### config.mk
export PLATFORM = sky130hd
export DESIGN_NAME = sorted_set_insert_top
export DESIGN_NICKNAME = d
export VERILOG_FILES = /design/src/hw/rtl/ssi_pkg.sv /design/src/hw/rtl/sorted_set_insert_top.sv /design/src/hw/rtl/ssi_cell.sv
export SDC_FILE = /design/constraint.sdc
export NUM_CORES = 2
export LEC_CHECK = 0
export ABC_AREA = 1
export BUFFER_PORTS_ARGS = -buffer_cell sky130_fd_sc_hd__buf_2
export CORE_MARGIN = 10
export CORE_UTILIZATION = 58
export CTS_CLUSTER_DIAMETER = 40
export DETAILED_ROUTE_END_ITERATION = 12
export GPL_TIMING_DRIVEN = 0
export PLACE_DENSITY = 0.77
export RECOVER_POWER = 100
export REMOVE_ABC_BUFFERS = 1
export SLEW_MARGIN = 0
export SYNTH_ARGS = -nofsm -noshare
export SYNTH_HDL_FRONTEND = slang
export SYNTH_SLANG_ARGS = --single-unit
### constraint.sdc
create_clock -name clk_i -period 3 [get_ports clk_i]
set_input_delay 0.15 -clock clk_i [delete_from_list [all_inputs] [get_ports clk_i]]
set_output_delay 0.15 -clock clk_i [all_outputs]
set_load 0.03 [all_outputs]
### src/hw/rtl/ssi_pkg.sv
// Package for the sorted set insertion block: key type, result status codes
// and the command word that the top level broadcasts to the row of cells.
// No dependencies.
`default_nettype none

package ssi_pkg;

  // Keys are signed 32-bit values, ordered as two's complement numbers.
  localparam int unsigned KeyWidth = 32;
  typedef logic signed [KeyWidth-1:0] key_t;

  // Width of the capacity register and of the position and count results.
  localparam int unsigned FieldWidth = 5;

  // Result status codes.
  typedef enum logic [1:0] {
    ST_INSERTED  = 2'd0,
    ST_DUPLICATE = 2'd1,
    ST_FULL      = 2'd2
  } status_e;

  // Command broadcast to every cell: compare against a key, or insert it.
  typedef struct packed {
    logic cmp;
    logic ins;
    key_t key;
  } cell_cmd_t;

endpackage

`default_nettype wire

### src/hw/rtl/sorted_set_insert_top.sv
// Top level of the sorted set insertion block: a row of DEPTH cells holding
// an ascending table of distinct signed keys, plus count and result logic.
// Depends on ssi_pkg and ssi_cell.
//
// Usage:
//   Input channel (in_valid_i/in_ready_o, new_key_i) carries one key per word.
//   Output channel (out_valid_o/out_ready_i) returns one result word per key:
//   status_o (inserted, duplicate, full), position_o and entries_used_o.
//   Configuration channel (cfg_valid_i/cfg_ready_o, cfg_capacity_i) writes the
//   capacity register; it is always ready. It must be written only while idle;
//   the block itself does not enforce this. For each key, every cell compares
//   its entry with the key when the key is accepted; once the output register
//   is free, the row shifts and the result is registered. A new key is
//   accepted only after the previous key's update.
//   If the receiver stalls, the result stays in the output register; one more
//   key may be accepted and compared, and its update waits for the output
//   register to free up.
//   Reset clears the count, all cell valid bits and the output valid, and
//   sets capacity to 16. No clearing pass is needed.
`default_nettype none

module sorted_set_insert_top #(
  parameter int unsigned DEPTH = 16
) (
  input  logic                               clk_i,
  input  logic                               rst_ni,
  input  logic                               cfg_valid_i,
  output logic                               cfg_ready_o,
  input  logic [ssi_pkg::FieldWidth-1:0]     cfg_capacity_i,
  input  logic                               in_valid_i,
  output logic                               in_ready_o,
  input  ssi_pkg::key_t                      new_key_i,
  output logic                               out_valid_o,
  input  logic                               out_ready_i,
  output logic [1:0]                         status_o,
  output logic [ssi_pkg::FieldWidth-1:0]     position_o,
  output logic [ssi_pkg::FieldWidth-1:0]     entries_used_o
);
  import ssi_pkg::*;

  localparam int unsigned CW = $clog2(DEPTH + 1);
  localparam int unsigned LW = (CW > FieldWidth) ? CW : FieldWidth;

  logic [FieldWidth-1:0] capacity_q;
  logic [CW-1:0]         count_q, count_d;
  logic                  busy_q;
  key_t                  key_q;

  logic                  out_valid_q;
  status_e               status_q, status_d;
  logic [FieldWidth-1:0] position_q;
  logic [FieldWidth-1:0] used_q;

  cell_cmd_t             cmd;
  logic [DEPTH-1:0]      lt_vec, eq_vec, valid_vec, left_lt_vec, left_valid_vec;
  key_t                  key_arr [DEPTH];
  key_t                  left_key_arr [DEPTH];

  logic [LW-1:0]         cap_ext, lim;
  logic                  full, dup, out_free, finish, do_ins;
  logic [DEPTH-1:0]      boundary;
  logic [CW-1:0]         pos_enc, pos_res;

  // Configuration register.
  assign cfg_ready_o = 1'b1;
  always_ff @(posedge clk_i or negedge rst_ni) begin
    if (!rst_ni) begin
      capacity_q <= FieldWidth'(16);
    end else if (cfg_valid_i && cfg_ready_o) begin
      capacity_q <= cfg_capacity_i;
    end
  end

  // Effective limit: zero counts as one, anything above DEPTH saturates.
  always_comb begin
    cap_ext = LW'(capacity_q);
    if (capacity_q == '0) begin
      lim = LW'(1);
    end else if (cap_ext > LW'(DEPTH)) begin
      lim = LW'(DEPTH);
    end else begin
      lim = cap_ext;
    end
  end

  // Handshake control: compare on accept, update when the output is free.
  assign in_ready_o = !busy_q;
  assign out_free   = !out_valid_q || out_ready_i;
  assign finish     = busy_q && out_free;

  always_ff @(posedge clk_i or negedge rst_ni) begin
    if (!rst_ni) begin
      busy_q <= 1'b0;
    end else if (in_valid_i && in_ready_o) begin
      busy_q <= 1'b1;
    end else if (finish) begin
      busy_q <= 1'b0;
    end
  end

  always_ff @(posedge clk_i) begin
    if (in_valid_i && in_ready_o) begin
      key_q <= new_key_i;
    end
  end

  // Command broadcast to the row.
  always_comb begin
    cmd.cmp = in_valid_i && in_ready_o;
    cmd.ins = do_ins;
    cmd.key = busy_q ? key_q : new_key_i;
  end

  // Neighbor links; the left edge acts as a smaller, valid entry.
  for (genvar i = 0; i < DEPTH; i++) begin : g_link
    if (i == 0) begin : g_first
      assign left_lt_vec[i]    = 1'b1;
      assign left_valid_vec[i] = 1'b1;
      assign left_key_arr[i]   = key_q;
    end else begin : g_rest
      assign left_lt_vec[i]    = lt_vec[i-1];
      assign left_valid_vec[i] = valid_vec[i-1];
      assign left_key_arr[i]   = key_arr[i-1];
    end
  end

  // The row of cells.
  for (genvar i = 0; i < DEPTH; i++) begin : g_cell
    ssi_cell u_cell (
      .clk_i       (clk_i),
      .rst_ni      (rst_ni),
      .cmd_i       (cmd),
      .left_lt_i   (left_lt_vec[i]),
      .left_valid_i(left_valid_vec[i]),
      .left_key_i  (left_key_arr[i]),
      .lt_o        (lt_vec[i]),
      .eq_o        (eq_vec[i]),
      .valid_o     (valid_vec[i]),
      .key_o       (key_arr[i])
    );
  end

  // The smaller-than flags form a prefix; its end is the insertion point,
  // which is also where an equal key sits.
  assign boundary = left_lt_vec & ~lt_vec;

  always_comb begin
    pos_enc = '0;
    for (int i = 0; i < DEPTH; i++) begin
      if (boundary[i]) begin
        pos_enc = pos_enc | CW'(i);
      end
    end
  end

  // Decision for the pending key.
  assign full   = (count_q != '0) && (LW'(count_q) >= lim);
  assign dup    = |eq_vec;
  assign do_ins = finish && !full && !dup;

  always_comb begin
    if (full) begin
      status_d = ST_FULL;
      pos_res  = '0;
    end else if (dup) begin
      status_d = ST_DUPLICATE;
      pos_res  = pos_enc;
    end else begin
      status_d = ST_INSERTED;
      pos_res  = pos_enc;
    end
  end

  assign count_d = do_ins ? count_q + CW'(1) : count_q;

  always_ff @(posedge clk_i or negedge rst_ni) begin
    if (!rst_ni) begin
      count_q <= '0;
    end else begin
      count_q <= count_d;
    end
  end

  // Output register.
  always_ff @(posedge clk_i or negedge rst_ni) begin
    if (!rst_ni) begin
      out_valid_q <= 1'b0;
    end else if (finish) begin
      out_valid_q <= 1'b1;
    end else if (out_ready_i) begin
      out_valid_q <= 1'b0;
    end
  end

  always_ff @(posedge clk_i) begin
    if (finish) begin
      status_q   <= status_d;
      position_q <= FieldWidth'(pos_res);
      used_q     <= FieldWidth'(count_d);
    end
  end

  assign out_valid_o    = out_valid_q;
  assign status_o       = status_q;
  assign position_o     = position_q;
  assign entries_used_o = used_q;

  // Distinct keys: at most one cell can match.
  assert property (@(posedge clk_i) disable iff (!rst_ni)
    busy_q |-> $onehot0(eq_vec))
    else $error("more than one cell matches the key");

  // Smaller-than flags must form a prefix of the row.
  assert property (@(posedge clk_i) disable iff (!rst_ni)
    busy_q |-> ((lt_vec & ~left_lt_vec) == '0))
    else $error("compare flags are not a prefix");

  // Valid bits are a prefix whose length is the count.
  assert property (@(posedge clk_i) disable iff (!rst_ni)
    (((valid_vec & ~left_valid_vec) == '0) &&
     ($countones(valid_vec) == int'(count_q))))
    else $error("valid bits disagree with the count");

  // The count only grows by an insertion.
  assert property (@(posedge clk_i) disable iff (!rst_ni)
    (count_q != $past(count_q)) |-> $past(do_ins))
    else $error("count changed without an insertion");

endmodule

`default_nettype wire

### src/hw/rtl/ssi_cell.sv
// One cell of the sorted row: holds one key and its valid bit, compares
// against a broadcast key and shifts in its left neighbor's word on insert.
// Depends on ssi_pkg.
`default_nettype none

module ssi_cell (
  input  logic              clk_i,
  input  logic              rst_ni,
  input  ssi_pkg::cell_cmd_t cmd_i,
  input  logic              left_lt_i,
  input  logic              left_valid_i,
  input  ssi_pkg::key_t     left_key_i,
  output logic              lt_o,
  output logic              eq_o,
  output logic              valid_o,
  output ssi_pkg::key_t     key_o
);
  import ssi_pkg::*;

  key_t key_q;
  logic valid_q;
  logic lt_q;
  logic eq_q;

  // Compare flags, captured when a word is accepted.
  always_ff @(posedge clk_i or negedge rst_ni) begin
    if (!rst_ni) begin
      lt_q <= 1'b0;
      eq_q <= 1'b0;
    end else if (cmd_i.cmp) begin
      lt_q <= valid_q && (key_q < cmd_i.key);
      eq_q <= valid_q && (key_q == cmd_i.key);
    end
  end

  // Valid bit: cells at or above the insertion point take the left valid bit;
  // the cell at the insertion point becomes valid.
  always_ff @(posedge clk_i or negedge rst_ni) begin
    if (!rst_ni) begin
      valid_q <= 1'b0;
    end else if (cmd_i.ins && !lt_q) begin
      valid_q <= left_lt_i | left_valid_i;
    end
  end

  // Key storage: the insertion point takes the new key, cells above it
  // take their left neighbor's key.
  always_ff @(posedge clk_i) begin
    if (cmd_i.ins && !lt_q) begin
      key_q <= left_lt_i ? cmd_i.key : left_key_i;
    end
  end

  assign lt_o    = lt_q;
  assign eq_o    = eq_q;
  assign valid_o = valid_q;
  assign key_o   = key_q;

endmodule

`default_nettype wire
==> impl_metrics.toml <==
[synthesis]
synth.top_cell.area_share_pct = 44.7
yosysMostFrequentCell = "nand2_1"
synthArstFlopShare_pct = 9.76
synth_area_leaders = "edfxtp_1 (45%), ha_1 (17%), nand2_1 (11%)"
ys_types = 45
netlist_instances = 3950
yosysTopAreaCell = "edfxtp_1"
synth_edf_count = 555
yosysSeqAreaShare_pct = 48.8
syn_area_sq_mm = 0.0373
ys_ff_latch = 615
ys_top_cells_by_count = "nand2_1 (1123), edfxtp_1 (555), ha_1 (519), o21ai_0 (453), inv_1 (261)"
avgSynthCellArea_sq_um = 9.43
yosys_warnings = 0
synth_ff_type = "edfxtp_1"

[global_route]
grt_pass1_vias = 27400
grt-ovfl-total = 0
grt_max_degree = 68
grt_pass1_wl_mm = 129
track_usage_pct = 21.2
antenna_found_initial = 0

[floorplanning]
die_area_sq_mm = 0.0748
fp.dieW_um = 273
start_util_pct = 58.9
core_sq_mm = 0.0633
die_h_um = 273
fp-row-count = 92
pin_count = 57

[placement]
pre_cts_ws_ns = -1.86
port_buffers = 54
place_congestion = 0.841
dpl.hpwl_mm = 54.2
dp.cells = 4701
dpl_cell_area_sq_mm = 0.0380

[worst_setup_path]
critPathLaunch = "busy_q$_DFFE_PN0P_"
rrSetupSlack_ns = 0.14
cp.arrival_ns = 3.39
cp.required_ns = 3.53
path_max_fanout = 17
crit_path_start_kind = "register"
worstSetupPathType = "register to register"
endpoint_kind = "register"
r2r-start = "busy_q$_DFFE_PN0P_"

[run_status]
status = "finished, violations left"
violations = "capacitance limit, slew limit"

[timing]
setup_violations = 0
final.period_utilization_pct = 95.2
relSlewSlack_pct = -18.9
setup_tns_ns = 0
fin_ws_ns = 0.144
fin_crit_ns = 2.86
rsz0062_at_grt = "true"
hold_viol_final = 0
max_freq_mhz = 350
finalClockSkew_ns = 0.0284
drv_slew = 61
tightestPinTransition_ns = 1.78
whs_ns = 0.205

[power_and_ir_drop]
finalPower_mw = 43.1
ir_worst_vdd_mv = 0.897
p_leak_nw = 19.1
p_per_area_mw_per_mm2 = 999

[cts]
htreeDepth = 3
clk_pin_slew_worst_paths_ns = 0.05
cts_tree = "done"
insertion_delay_ns = 0.67
clockBufferDepth = 3
cts_root_buf = "clkbuf_16"
cts_buffers = 103
cts_sinks = 615

[drt]
wl_mm = 79.5
drt-wirelength-per-cell_um = 15.9
drt_iter0_markers = 1481
avgViaCountPerCell = 5.52
antenna_left = 0
firstDrtPassIters = 6
drc = 0
dr_total_vias = 27500

[layout]
areaGrowthSynthToFinish_pct = 15.8
fin_util_pct = 68.2
stdcell_count = 4986
finish.instance_area_sq_mm = 0.0432
drive_above_1_share_pct = 9.78
layout.nets = 4611
antenna_cells = 0

[worst_hold_path]
min_from = "new_key_i[2]"
hold_class = "input pin to register"

[run]
maxCapViolCount = 1
[where the power goes]
group	switching, mW	leakage (nW)	total (mW)	internal (mW)
clock network	4.46	1.80	12.6	8.13
logic	9.91	11.4	15.3	5.43
registers	1.44	5.92	15.2	13.8
[routing by layer]
layer	up-vias	part of all wire [%]	track usage, %
met1	12800	39	21.8
met3	188	4.2	4.03
li1	14000	-	-
met2	559	53	40.8
met4	2	4.0	9.03
met5	-	0.11	0.855
[worst paths after layout]
| path | endpoint | cells after the start |
|---|---|---|
| min in group asynchronous | g_cell[14].u_cell.eq_o$_DFFE_PN0P_ | 2 |
| max | g_cell[14].u_cell.lt_o$_DFFE_PN0P_ | 16 |
| min reg2reg | g_cell[15].u_cell.lt_o$_DFFE_PN0P_ | 2 |
| min | key_q[2]$_DFFE_PP_ | 2 |
| max in group asynchronous | busy_q$_DFFE_PN0P_ | 2 |
| max reg2reg | g_cell[14].u_cell.lt_o$_DFFE_PN0P_ | 16 |
[worst max-delay path, cell delays in order, from the launching register on]
cell	delay [ns]
dfrtp_4	0.56
buf_16	0.20
or2_2	0.36
nand2_8	0.17
clkinvlp_4	0.11
buf_4	0.22
ha_1	0.24
inv_1	0.05
a21oi_1	0.05
o21ai_0	0.18
nand2_1	0.09
nand3_1	0.15
nand2_1	0.09
nand2_1	0.07
nand2_1	0.05
nand3_1	0.07
nand2_1	0.05
[cell families after synthesis]
family,share of synthesized area [%]
AOI/OAI and AO/OA,11.9
xor gates and xnor gates,0.0940
adders and majority gates,17.4
buffers and inverters,4.67
DFF,48.8
muxes,0.0302
other,0.0202
and+or+nand+nor,17.1
[final cells by class]
type | count | area (sq um)
Fill cell | 4482 | 20100
Inverter | 266 | 1070
Multi-Input combinational cell | 2917 | 17700
Tap cell | 846 | 1060
Timing Repair inverter | 15 | 113
Clock buffer | 114 | 2660
Clock inverter | 81 | 1080
Timing Repair Buffer | 132 | 1260
Sequential cell | 615 | 18200
[state kept, by name, summed over array words and instances, names as in the netlist]
name and count:
count_q 5, busy_q 1, key_q 32, status_o 2
g_cell.u_cell.key_o 512, entries_used_o 5, cap_ext 5, g_cell.u_cell.eq_o 16
g_cell.u_cell.lt_o 16, g_cell.u_cell.valid_o 16, position_o 4, out_valid_o 1
[placed cells by master (no fill, tap or decap), types with 6 or more instances in the layout]
cell type | netlist | final
or2_2 | 44 | 44
a21boi_0 | 8 | 8
nand2_2 | 32 | 6
nand4_1 | 42 | 42
clkinv_2 | 0 | 15
or2_1 | 20 | 20
buf_12 | 1 | 19
o21bai_1 | 7 | 7
buf_4 | 35 | 7
dlygate4sd3_1 | 0 | 49
o21a_1 | 32 | 32
nor3_1 | 15 | 15
ha_1 | 519 | 517
nand2_8 | 0 | 18
buf_2 | 7 | 38
edfxtp_1 | 555 | 555
o21ai_0 | 453 | 453
a32o_1 | 6 | 6
clkbuf_16 | 0 | 103
clkinv_1 | 0 | 8
nand2_4 | 4 | 18
clkbuf_1 | 107 | 20
nor2_1 | 176 | 175
nand2_1 | 1123 | 1117
inv_1 | 261 | 234
a21o_1 | 13 | 13
o21ai_2 | 7 | 7
inv_6 | 1 | 10
bufinv_16 | 0 | 19
a21oi_1 | 216 | 216
o21ai_1 | 90 | 90
clkinv_4 | 0 | 12
inv_2 | 4 | 14
nand3_1 | 77 | 77
clkinvlp_4 | 0 | 42
dfrtp_1 | 59 | 58
[what timing repair did]
item,4_1_cts,5_1_grt
buffers inserted,11,15
endpoints found under the setup margin,1057,254
hold buffers,49,0
cloned,15,0
gates resized for setup,73,27
endpoints found under the hold margin,112,0
Note: power is estimated with default switching activity, not from simulation.
